$ cat src/rtl/rau_pkg.sv
// Package for the rational arithmetic unit: opcodes, error codes and widths.
package rau_pkg;

    localparam int DEFAULT_WIDTH = 32;
    localparam int FIELD_W = 32;

    typedef enum logic [2:0] {
        OP_ADD    = 3'd0,
        OP_MUL    = 3'd1,
        OP_DIV    = 3'd2,
        OP_LESS   = 3'd3,
        OP_GREAT  = 3'd4,
        OP_REDUCE = 3'd5,
        OP_SCALE  = 3'd6,
        OP_NONE   = 3'd7
    } opcode_t;

    typedef enum logic [1:0] {
        ERR_OK    = 2'd0,
        ERR_DIV0  = 2'd1,
        ERR_SCALE = 2'd2,
        ERR_RSVD  = 2'd3
    } err_t;

    // Request and reply between the sequencer and the shared divider.
    typedef struct packed {
        logic start;
    } div_ctl_t;

    typedef struct packed {
        logic busy;
        logic done;
    } div_sts_t;

endpackage

$ cat src/rtl/rational_arithmetic_unit.sv
// Top level of the rational arithmetic unit: sequencer around a shared divider.
//
//   channel | signals                                          | direction
//   --------+--------------------------------------------------+----------
//   in      | in_valid, in_stall, opcode, a_num..scale_factor  | receive
//   out     | out_valid, out_stall, res_num, res_den,          | send
//           | compare_true, error_code                         |
//
// One item is worked on at a time, and in_stall is high whenever the sequencer is not idle.
// Each division is issued, then the divider is started, then it works out the quotient
// bits, and then the result is collected. A GCD needs one division per Euclid step.
// Scale and the unused opcode use no division.
// Reset clears the sequencer and out_valid. A result that waits in the output register
// holds the sequencer at its final step until the result item is taken.
module rational_arithmetic_unit #(
    parameter int WIDTH = rau_pkg::DEFAULT_WIDTH
) (
    input  logic                          clk,
    input  logic                          rst_n,
    input  logic                          in_valid,
    output logic                          in_stall,
    input  logic [2:0]                    opcode,
    input  logic signed [rau_pkg::FIELD_W-1:0] a_num,
    input  logic signed [rau_pkg::FIELD_W-1:0] a_den,
    input  logic signed [rau_pkg::FIELD_W-1:0] b_num,
    input  logic signed [rau_pkg::FIELD_W-1:0] b_den,
    input  logic signed [rau_pkg::FIELD_W-1:0] scale_factor,
    output logic                          out_valid,
    input  logic                          out_stall,
    output logic signed [rau_pkg::FIELD_W-1:0] res_num,
    output logic signed [rau_pkg::FIELD_W-1:0] res_den,
    output logic                          compare_true,
    output logic [1:0]                    error_code
);

    localparam int FW = rau_pkg::FIELD_W;

    // Sequencer states, one-hot. Every multiply goes through the single multiplier
    // and every divide and Euclid step through the shared divider.
    typedef enum logic [6:0] {
        S_IDLE  = 7'b0000001,
        S_SETUP = 7'b0000010,  // first product, pick the path
        S_MUL   = 7'b0000100,  // denominator product
        S_STEP  = 7'b0001000,  // advance the micro-program
        S_GCD   = 7'b0010000,  // one Euclid step is running
        S_GDIV  = 7'b0100000,  // a plain division is running
        S_OUT   = 7'b1000000   // load the output register
    } state_t;

    // Micro-program positions for the multi-step opcodes, one-hot.
    typedef enum logic [9:0] {
        P_LCM_G = 10'b0000000001,  // gcd(ad, bd)
        P_LCM_D = 10'b0000000010,  // l = (ad*bd) / g
        P_KA    = 10'b0000000100,  // l / ad (add) or fn*l / fd (compare)
        P_KB    = 10'b0000001000,  // l / bd (add) or dn*l / dd (compare)
        P_SUM   = 10'b0000010000,  // an*ka + bn*kb, or the compare itself
        P_RED_Z = 10'b0000100000,  // check the denominator, load the Euclid pair
        P_RED_G = 10'b0001000000,  // gcd(n, d)
        P_RED_N = 10'b0010000000,  // n / g
        P_RED_D = 10'b0100000000,  // d / g and sign fix
        P_FIN   = 10'b1000000000
    } phase_t;

    state_t            state_reg, state_next;
    phase_t            ph_reg, ph_next;
    rau_pkg::opcode_t  op_reg, op_next;
    logic [WIDTH-1:0]  an_reg, an_next, ad_reg, ad_next;
    logic [WIDTH-1:0]  bn_reg, bn_next, bd_reg, bd_next;
    logic [WIDTH-1:0]  k_reg, k_next;
    logic [WIDTH-1:0]  ga_reg, ga_next, gb_reg, gb_next;   // Euclid pair
    logic [WIDTH-1:0]  n_reg, n_next, d_reg, d_next;       // value being reduced
    logic [WIDTH-1:0]  l_reg, l_next, g_reg, g_next;
    logic [WIDTH-1:0]  x_reg, x_next, y_reg, y_next;
    logic              err_reg, err_next;
    logic              half_reg, half_next;                // second product of the sum
    logic              cmpw_reg, cmpw_next;
    logic              out_v_reg, out_v_next;
    logic [FW-1:0]     rn_reg, rn_next, rd_reg, rd_next;
    logic              cmp_reg, cmp_next;
    logic [1:0]        ec_reg, ec_next;
    rau_pkg::err_t     ec_sel;
    logic              load_out;

    // Shared multiplier: one WIDTH x WIDTH product, wrapped.
    logic [WIDTH-1:0]  mul_a, mul_b, mul_p;

    rau_pkg::div_ctl_t div_ctl;
    rau_pkg::div_sts_t div_sts;
    logic [WIDTH-1:0]  div_q, div_r;
    logic [WIDTH-1:0]  div_a_reg, div_a_next, div_b_reg, div_b_next;
    logic              div_go;
    logic              div_start_reg;

    logic is_add, is_cmp;

    assign mul_p = mul_a * mul_b;

    // The operands are registered together with the go request, so the divider
    // is started in the cycle after the request, when its operand registers already hold them.
    assign div_ctl.start = div_start_reg;

    rau_divider #(.WIDTH(WIDTH)) u_div (
        .clk       (clk),
        .rst_n     (rst_n),
        .ctl       (div_ctl),
        .dividend  (div_a_reg),
        .divisor   (div_b_reg),
        .sts       (div_sts),
        .quotient  (div_q),
        .remainder (div_r)
    );

    // Inputs are sign extended and then wrapped to WIDTH bits.
    function automatic logic [WIDTH-1:0] sext(input logic [FW-1:0] v);
        return WIDTH'($signed(v));
    endfunction

    // Results are WIDTH-bit patterns; only their low bits reach the ports.
    function automatic logic [FW-1:0] trunc(input logic [WIDTH-1:0] v);
        return FW'(v);
    endfunction

    assign is_add = (op_reg == rau_pkg::OP_ADD);
    assign is_cmp = (op_reg == rau_pkg::OP_LESS) || (op_reg == rau_pkg::OP_GREAT);

    assign load_out = (state_reg == S_OUT) && (!out_v_reg || !out_stall);

    always_comb
    begin
        state_next = state_reg;
        ph_next    = ph_reg;
        op_next    = op_reg;
        an_next = an_reg; ad_next = ad_reg; bn_next = bn_reg; bd_next = bd_reg;
        k_next  = k_reg;
        ga_next = ga_reg; gb_next = gb_reg;
        n_next  = n_reg;  d_next  = d_reg;
        l_next  = l_reg;  g_next  = g_reg;
        x_next  = x_reg;  y_next  = y_reg;
        err_next  = err_reg;
        half_next = half_reg;
        cmpw_next = cmpw_reg;
        div_a_next = div_a_reg;
        div_b_next = div_b_reg;
        div_go = 1'b0;
        mul_a  = an_reg;
        mul_b  = bn_reg;

        unique case (state_reg)
            S_IDLE:
            begin
                if (in_valid)
                begin
                    op_next = rau_pkg::opcode_t'(opcode);
                    // The greater test is the less test with the fractions swapped.
                    if (opcode == rau_pkg::OP_GREAT)
                    begin
                        an_next = sext(b_num); ad_next = sext(b_den);
                        bn_next = sext(a_num); bd_next = sext(a_den);
                    end
                    else
                    begin
                        an_next = sext(a_num); ad_next = sext(a_den);
                        bn_next = sext(b_num); bd_next = sext(b_den);
                    end
                    k_next    = sext(scale_factor);
                    err_next  = 1'b0;
                    half_next = 1'b0;
                    cmpw_next = 1'b0;
                    state_next = S_SETUP;
                end
            end

            S_SETUP:
            begin
                unique case (op_reg)
                    rau_pkg::OP_MUL:
                    begin
                        mul_a = an_reg; mul_b = bn_reg;
                        n_next = mul_p;
                        state_next = S_MUL;
                    end
                    rau_pkg::OP_DIV:
                    begin
                        mul_a = an_reg; mul_b = bd_reg;
                        n_next = mul_p;
                        state_next = S_MUL;
                    end
                    rau_pkg::OP_REDUCE:
                    begin
                        n_next = an_reg;
                        d_next = ad_reg;
                        ph_next = P_RED_Z;
                        state_next = S_STEP;
                    end
                    rau_pkg::OP_SCALE:
                    begin
                        if (k_reg == '0)
                        begin
                            // A zero scale factor only sets the error code.
                            ph_next = P_FIN;
                            state_next = S_STEP;
                        end
                        else
                        begin
                            mul_a = an_reg; mul_b = k_reg;
                            n_next = mul_p;
                            state_next = S_MUL;
                        end
                    end
                    rau_pkg::OP_ADD, rau_pkg::OP_LESS, rau_pkg::OP_GREAT:
                    begin
                        ga_next = ad_reg;
                        gb_next = bd_reg;
                        ph_next = P_LCM_G;
                        state_next = S_STEP;
                    end
                    default:
                    begin
                        ph_next = P_FIN;
                        state_next = S_STEP;
                    end
                endcase
            end

            S_MUL:
            begin
                // Second product of a pair: the denominator.
                unique case (op_reg)
                    rau_pkg::OP_DIV:   begin mul_a = ad_reg; mul_b = bn_reg; end
                    rau_pkg::OP_SCALE: begin mul_a = ad_reg; mul_b = k_reg;  end
                    default:           begin mul_a = ad_reg; mul_b = bd_reg; end
                endcase
                d_next = mul_p;
                // Scaling is not reduced to lowest terms.
                ph_next = (op_reg == rau_pkg::OP_SCALE) ? P_FIN : P_RED_Z;
                state_next = S_STEP;
            end

            S_STEP:
            begin
                unique case (ph_reg)
                    P_LCM_G:
                    begin
                        // Euclid on (ga, gb); finish when either side is zero.
                        priority if (gb_reg == '0)
                        begin
                            g_next = ga_reg;
                            ph_next = P_LCM_D;
                        end
                        else if (ga_reg == '0)
                        begin
                            g_next = gb_reg;
                            ph_next = P_LCM_D;
                        end
                        else
                        begin
                            div_a_next = ga_reg;
                            div_b_next = gb_reg;
                            div_go = 1'b1;
                            state_next = S_GCD;
                        end
                    end
                    P_LCM_D:
                    begin
                        mul_a = ad_reg; mul_b = bd_reg;
                        if (g_reg == '0)
                        begin
                            // Any error zeroes every output, so stop right here.
                            err_next = 1'b1;
                            ph_next = P_FIN;
                        end
                        else
                        begin
                            div_a_next = mul_p;
                            div_b_next = g_reg;
                            div_go = 1'b1;
                            state_next = S_GDIV;
                        end
                    end
                    P_KA:
                    begin
                        mul_a = an_reg; mul_b = l_reg;
                        if (ad_reg == '0)
                        begin
                            err_next = 1'b1;
                            ph_next = P_FIN;
                        end
                        else
                        begin
                            div_a_next = is_add ? l_reg : mul_p;
                            div_b_next = ad_reg;
                            div_go = 1'b1;
                            state_next = S_GDIV;
                        end
                    end
                    P_KB:
                    begin
                        mul_a = bn_reg; mul_b = l_reg;
                        if (bd_reg == '0)
                        begin
                            err_next = 1'b1;
                            ph_next = P_FIN;
                        end
                        else
                        begin
                            div_a_next = is_add ? l_reg : mul_p;
                            div_b_next = bd_reg;
                            div_go = 1'b1;
                            state_next = S_GDIV;
                        end
                    end
                    P_SUM:
                    begin
                        if (is_cmp)
                        begin
                            cmpw_next = ($signed(x_reg) < $signed(y_reg));
                            ph_next   = P_FIN;
                        end
                        else if (!half_reg)
                        begin
                            // Two products in turn: an*ka first, then bn*kb.
                            mul_a = an_reg; mul_b = x_reg;
                            n_next = mul_p;
                            half_next = 1'b1;
                        end
                        else
                        begin
                            mul_a = bn_reg; mul_b = y_reg;
                            n_next = n_reg + mul_p;
                            d_next = l_reg;
                            half_next = 1'b0;
                            ph_next = P_RED_Z;
                        end
                    end
                    P_RED_Z:
                    begin
                        if (d_reg == '0)
                        begin
                            err_next = 1'b1;
                            ph_next = P_FIN;
                        end
                        else
                        begin
                            ga_next = n_reg;
                            gb_next = d_reg;
                            ph_next = P_RED_G;
                        end
                    end
                    P_RED_G:
                    begin
                        priority if (gb_reg == '0)
                        begin
                            g_next = ga_reg;
                            ph_next = P_RED_N;
                        end
                        else if (ga_reg == '0)
                        begin
                            g_next = gb_reg;
                            ph_next = P_RED_N;
                        end
                        else
                        begin
                            div_a_next = ga_reg;
                            div_b_next = gb_reg;
                            div_go = 1'b1;
                            state_next = S_GCD;
                        end
                    end
                    P_RED_N:
                    begin
                        // The denominator is nonzero here, so the GCD is too.
                        div_a_next = n_reg;
                        div_b_next = g_reg;
                        div_go = 1'b1;
                        state_next = S_GDIV;
                    end
                    P_RED_D:
                    begin
                        div_a_next = d_reg;
                        div_b_next = g_reg;
                        div_go = 1'b1;
                        state_next = S_GDIV;
                    end
                    P_FIN:
                    begin
                        state_next = S_OUT;
                    end
                    default:
                    begin
                        state_next = S_OUT;
                    end
                endcase
            end

            S_GCD:
            begin
                if (div_sts.done)
                begin
                    ga_next = gb_reg;
                    gb_next = div_r;
                    state_next = S_STEP;
                end
            end

            S_GDIV:
            begin
                if (div_sts.done)
                begin
                    state_next = S_STEP;
                    unique case (ph_reg)
                        P_LCM_D: begin l_next = div_q; ph_next = P_KA;    end
                        P_KA:    begin x_next = div_q; ph_next = P_KB;    end
                        P_KB:    begin y_next = div_q; ph_next = P_SUM;   end
                        P_RED_N: begin n_next = div_q; ph_next = P_RED_D; end
                        P_RED_D:
                        begin
                            // Make the denominator positive.
                            if (div_q[WIDTH-1])
                            begin
                                n_next = ~n_reg + 1'b1;
                                d_next = ~div_q + 1'b1;
                            end
                            else
                            begin
                                d_next = div_q;
                            end
                            ph_next = P_FIN;
                        end
                        default: ph_next = P_FIN;
                    endcase
                end
            end

            S_OUT:
            begin
                if (load_out)
                begin
                    state_next = S_IDLE;
                end
            end

            default:
            begin
                state_next = S_IDLE;
            end
        endcase
    end

    // Result item: the error code decides whether any value goes out.
    always_comb
    begin
        if (err_reg)
        begin
            ec_sel = rau_pkg::ERR_DIV0;
        end
        else if (op_reg == rau_pkg::OP_SCALE && k_reg == '0)
        begin
            ec_sel = rau_pkg::ERR_SCALE;
        end
        else
        begin
            ec_sel = rau_pkg::ERR_OK;
        end

        rn_next  = rn_reg;
        rd_next  = rd_reg;
        cmp_next = cmp_reg;
        ec_next  = ec_reg;
        out_v_next = out_v_reg;
        if (out_v_reg && !out_stall)
        begin
            out_v_next = 1'b0;
        end
        if (load_out)
        begin
            out_v_next = 1'b1;
            ec_next    = ec_sel;
            if (ec_sel != rau_pkg::ERR_OK || is_cmp || op_reg == rau_pkg::OP_NONE)
            begin
                rn_next = '0;
                rd_next = '0;
            end
            else
            begin
                rn_next = trunc(n_reg);
                rd_next = trunc(d_reg);
            end
            cmp_next = (ec_sel == rau_pkg::ERR_OK) && is_cmp && cmpw_reg;
        end
    end

    always_ff @(posedge clk or negedge rst_n)
    begin
        if (!rst_n)
        begin
            state_reg <= S_IDLE;
            ph_reg    <= P_FIN;
            op_reg    <= rau_pkg::OP_NONE;
            an_reg <= '0; ad_reg <= '0; bn_reg <= '0; bd_reg <= '0;
            k_reg  <= '0;
            ga_reg <= '0; gb_reg <= '0;
            n_reg  <= '0; d_reg  <= '0;
            l_reg  <= '0; g_reg  <= '0;
            x_reg  <= '0; y_reg  <= '0;
            err_reg   <= 1'b0;
            half_reg  <= 1'b0;
            cmpw_reg  <= 1'b0;
            div_a_reg <= '0;
            div_b_reg <= '0;
            div_start_reg <= 1'b0;
            out_v_reg <= 1'b0;
            rn_reg    <= '0;
            rd_reg    <= '0;
            cmp_reg   <= 1'b0;
            ec_reg    <= '0;
        end
        else
        begin
            state_reg <= state_next;
            ph_reg    <= ph_next;
            op_reg    <= op_next;
            an_reg <= an_next; ad_reg <= ad_next; bn_reg <= bn_next; bd_reg <= bd_next;
            k_reg  <= k_next;
            ga_reg <= ga_next; gb_reg <= gb_next;
            n_reg  <= n_next;  d_reg  <= d_next;
            l_reg  <= l_next;  g_reg  <= g_next;
            x_reg  <= x_next;  y_reg  <= y_next;
            err_reg   <= err_next;
            half_reg  <= half_next;
            cmpw_reg  <= cmpw_next;
            div_a_reg <= div_a_next;
            div_b_reg <= div_b_next;
            div_start_reg <= div_go;
            out_v_reg <= out_v_next;
            rn_reg    <= rn_next;
            rd_reg    <= rd_next;
            cmp_reg   <= cmp_next;
            ec_reg    <= ec_next;
        end
    end

    assign in_stall     = (state_reg != S_IDLE);
    assign out_valid    = out_v_reg;
    assign res_num      = rn_reg;
    assign res_den      = rd_reg;
    assign compare_true = cmp_reg;
    assign error_code   = ec_reg;

endmodule

$ cat src/rtl/rau_divider.sv
// Shared iterative signed divider, one quotient bit per cycle, truncating.
module rau_divider #(
    parameter int WIDTH = rau_pkg::DEFAULT_WIDTH
) (
    input  logic                    clk,
    input  logic                    rst_n,
    input  rau_pkg::div_ctl_t       ctl,
    input  logic [WIDTH-1:0]        dividend,
    input  logic [WIDTH-1:0]        divisor,
    output rau_pkg::div_sts_t       sts,
    output logic [WIDTH-1:0]        quotient,
    output logic [WIDTH-1:0]        remainder
);

    localparam int CW = $clog2(WIDTH + 1);

    logic [WIDTH-1:0] q_reg, q_next;
    logic [WIDTH-1:0] r_reg, r_next;
    logic [WIDTH-1:0] d_reg, d_next;
    logic             qneg_reg, qneg_next;
    logic             rneg_reg, rneg_next;
    logic [CW-1:0]    cnt_reg, cnt_next;
    logic             busy_reg, busy_next;
    logic             done_reg, done_next;
    logic [WIDTH:0]   trial;
    logic [WIDTH:0]   shifted;

    always_comb
    begin
        q_next    = q_reg;
        r_next    = r_reg;
        d_next    = d_reg;
        qneg_next = qneg_reg;
        rneg_next = rneg_reg;
        cnt_next  = cnt_reg;
        busy_next = busy_reg;
        done_next = 1'b0;
        shifted   = {r_reg, q_reg[WIDTH-1]};
        trial     = shifted - {1'b0, d_reg};
        if (ctl.start)
        begin
            q_next    = dividend[WIDTH-1] ? (~dividend + 1'b1) : dividend;
            d_next    = divisor[WIDTH-1] ? (~divisor + 1'b1) : divisor;
            r_next    = '0;
            qneg_next = dividend[WIDTH-1] ^ divisor[WIDTH-1];
            rneg_next = dividend[WIDTH-1];
            cnt_next  = CW'(WIDTH);
            busy_next = 1'b1;
        end
        else if (busy_reg)
        begin
            if (!trial[WIDTH])
            begin
                r_next = trial[WIDTH-1:0];
                q_next = {q_reg[WIDTH-2:0], 1'b1};
            end
            else
            begin
                r_next = shifted[WIDTH-1:0];
                q_next = {q_reg[WIDTH-2:0], 1'b0};
            end
            cnt_next = cnt_reg - 1'b1;
            if (cnt_reg == CW'(1))
            begin
                busy_next = 1'b0;
                done_next = 1'b1;
            end
        end
    end

    always_ff @(posedge clk or negedge rst_n)
    begin
        if (!rst_n)
        begin
            busy_reg <= 1'b0;
            done_reg <= 1'b0;
            cnt_reg  <= '0;
        end
        else
        begin
            busy_reg <= busy_next;
            done_reg <= done_next;
            cnt_reg  <= cnt_next;
        end
    end

    always_ff @(posedge clk)
    begin
        q_reg    <= q_next;
        r_reg    <= r_next;
        d_reg    <= d_next;
        qneg_reg <= qneg_next;
        rneg_reg <= rneg_next;
    end

    assign quotient  = qneg_reg ? (~q_reg + 1'b1) : q_reg;
    assign remainder = rneg_reg ? (~r_reg + 1'b1) : r_reg;
    assign sts.busy  = busy_reg;
    assign sts.done  = done_reg;

endmodule

$ cat config.mk
export PLATFORM = sky130hd
export DESIGN_NAME = rational_arithmetic_unit
export DESIGN_NICKNAME = d
export VERILOG_FILES = /design/src/rtl/rau_pkg.sv /design/src/rtl/rational_arithmetic_unit.sv /design/src/rtl/rau_divider.sv
export SDC_FILE = /design/constraint.sdc
export NUM_CORES = 2
export LEC_CHECK = 0
export BUFFER_PORTS_ARGS = -buffer_cell sky130_fd_sc_hd__buf_2
export CORE_MARGIN = 2
export CORE_UTILIZATION = 37
export DETAILED_ROUTE_END_ITERATION = 10
export HOLD_SLACK_MARGIN = 0.15
export PLACE_DENSITY = 0.62
export SLEW_MARGIN = 10
export SYNTH_ARGS = -nofsm -noshare
export SYNTH_HDL_FRONTEND = slang
export SYNTH_SLANG_ARGS = --single-unit
$ cat constraint.sdc
create_clock -name clk -period 17.6 [get_ports clk]
set_input_delay 3.52 -clock clk [delete_from_list [all_inputs] [get_ports clk]]
set_output_delay 3.52 -clock clk [all_outputs]
set_load 0.005 [all_outputs]
==> results.cfg <==
[status]
outcome = finished with violations
violations = DRC

[place]
port-buffer-count = 235
hpwlAfterDp_um = 207200
gp_congestion = 1.046

[detailed_routing]
wire_per_inst_um = 29.81
vias = 54660
drt_iter0_markers = 7880
ant_nets = 0
routed_wl_um = 268100
drcViolationCount = 1
viasPerCell = 6.078
firstDrtPassIters = 11

[clocking]
postCtsSetupBuffers = 0
cts.path.max_buffers = 3
cts_sinks = 678
cts_tree = yes
cts-root-buf = clkbuf_16
clk_pin_slew_worst_paths_ps = 60
clock_latency_ps = 740
cts_buffers = 80
htreeDepth = 3
postCtsHoldBufs = 0
cts_resized = 0

[die]
die_w_um = 399.9
rows = 145
dieArea_sq_mm = 0.1599
ios = 236
fp.dieH_um = 399.9
start_util = 0.3717
coreArea_sq_mm = 0.1560

[setup_path]
cp_slowest_cell = dfstp_2
start_kind = flip-flop
cp_data_arrival_time_ps = 13810
path_max_fanout = 43
end_kind = flip-flop
path_common_cell = fa_1
cpPeakStageDelay_ps = 910
critical_path_class = reg2reg
required_ps = 18210

[timing]
setup_tns_ps = 0
clock_skew_ps = 48.66
fin_crit_sh = 0.7503
fmax_mhz = 75.73
rsz0062_at_grt = no
final_max_slew_viol_count = 0
setup_violations = 0
tightest_slew_ps = 1300
hold_viol = 0
relSlewSlack = 0.1304
min_period_ps = 13200

[yosys]
synth_edf_count = 66
syn-cell-area_sq_mm = 0.05800
synth_area_per_cell_sq_um = 8.566
async_reset_ff_frac = 0.8555
synth_cell_types = 101
synth_top_cell_area_share = 0.2481
synthTopCellsByArea = dfrtp_1 (25%), fa_1 (14%), nand2_1 (6.8%)
synth-seq-cells = 678
yosysTopAreaCell = dfrtp_1
ys_warn_count = 0
synth_ff_type = dfrtp_1
synth.net_count = 7572
synth_seq_area_share = 0.2956
netlist_instances = 6771
synth_most_common_cell = nand2_1
synth_common_cells = nand2_1 (1056), inv_1 (600), nor2_1 (578)

[cells_and_area]
drive_gt1_frac = 0.1037
fillers = 15660
syn_to_final_growth_pct = 11.66
nets = 7662

[worst_hold_path]
min_path_type = reg2reg

[global_routing]
antenna_found_initial = 13
grt_usage = 0.3312
grt-ovfl-total = 0
grt_first_pass_wirelength_um = 381000
grt_pass1_vias = 51600
grt_max_degree = 154

[run]
drv_cap = 0
[layout make-up]
type	instances	area, sq um	area share
multi-input cells	5061	37150	0.5737
well taps	2058	2575	0.03976
clock buffers	109	2275	0.03512
diodes	9	22.52	0.0003478
flip-flops and latches	678	17150	0.2648
clock inverters	39	588.1	0.009080
repair buffers	439	2743	0.04235
inverters	601	2256	0.03483
[cell usage in the layout (no fill, tap or decap), types with 202 or more instances in the layout]
cell | netlist | layout
inv_1 | 600 | 600
mux2i_1 | 213 | 213
buf_4 | 1 | 202
buf_2 | 33 | 234
ha_1 | 224 | 224
a21oi_1 | 363 | 362
fa_1 | 410 | 410
nand2_1 | 1056 | 1054
dfrtp_1 | 575 | 572
nor2_1 | 578 | 572
o21ai_0 | 538 | 535
[final timing paths]
| path | start | depth (start not counted) | slack [ps] | end |
|---|---|---|---|---|
| max | op_reg[2] | 41 | 4400 | n_reg[31] |
| min | ad_reg[6] | 2 | 480 | ad_reg[6] |
| max reg2reg | op_reg[2] | 41 | 4400 | n_reg[31] |
| min reg2reg | ad_reg[6] | 2 | 480 | ad_reg[6] |
| max in group asynchronous | rst_n | 4 | 11740 | bn_reg[19] |
| min in group asynchronous | rst_n | 1 | 2780 | u_div.cnt_reg[0] |
[cell families (layout without fill, tap and decap cells)]
logic type / Yosys count / count (layout) / synth area share
AO/OA/AOI/OAI: 1732 / 1732 / 0.1941
XOR/XNOR: 311 / 311 / 0.04852
adder cells (fa/ha/maj): 634 / 634 / 0.1898
buffers and inverters: 1032 / 1188 / 0.06774
flip-flops: 678 / 678 / 0.2956
multiplexers: 243 / 243 / 0.04258
other: 0 / 9 / 0
AND/OR/NAND/NOR: 2141 / 2141 / 0.1616
[per-layer routing]
layer,routed length [um],global-route usage
met1,105000,0.4370
met2,111100,0.4763
met3,30040,0.08577
met4,21870,0.2210
met5,53,0.001816
[through the flow]
| stage | cell area, sq um | worst slack [ps] | utilization | hold WS [ps] | std cells |
|---|---|---|---|---|---|
| floorplan | 58000 | 6329 | - | 459.0 | 6771 |
| global placement | 61880 | 4795 | 0.3966 | 465.4 | 8837 |
| detailed placement | 61880 | 4594 | 0.3966 | 472.1 | 8837 |
| CTS | 64740 | 4614 | 0.4149 | 485.5 | 8985 |
| global route | 64750 | 3738 | 0.4150 | 513.9 | 8988 |
| finish | 64760 | 4395 | 0.4151 | 477.2 | 8994 |
[worst max-delay path, delay by kind of cell, from the launching register on]
kind,cells,cell delay [ps]
buffers and inverters,6,1050
AND/OR/NAND/NOR,10,2650
flip-flops,1,910
adder cells (fa/ha/maj),10,4770
XOR/XNOR,2,740
AO/OA/AOI/OAI,13,2920
Power is not shown: default switching activity piles up to over one toggle a cycle in this logic, so the estimate is an artifact.
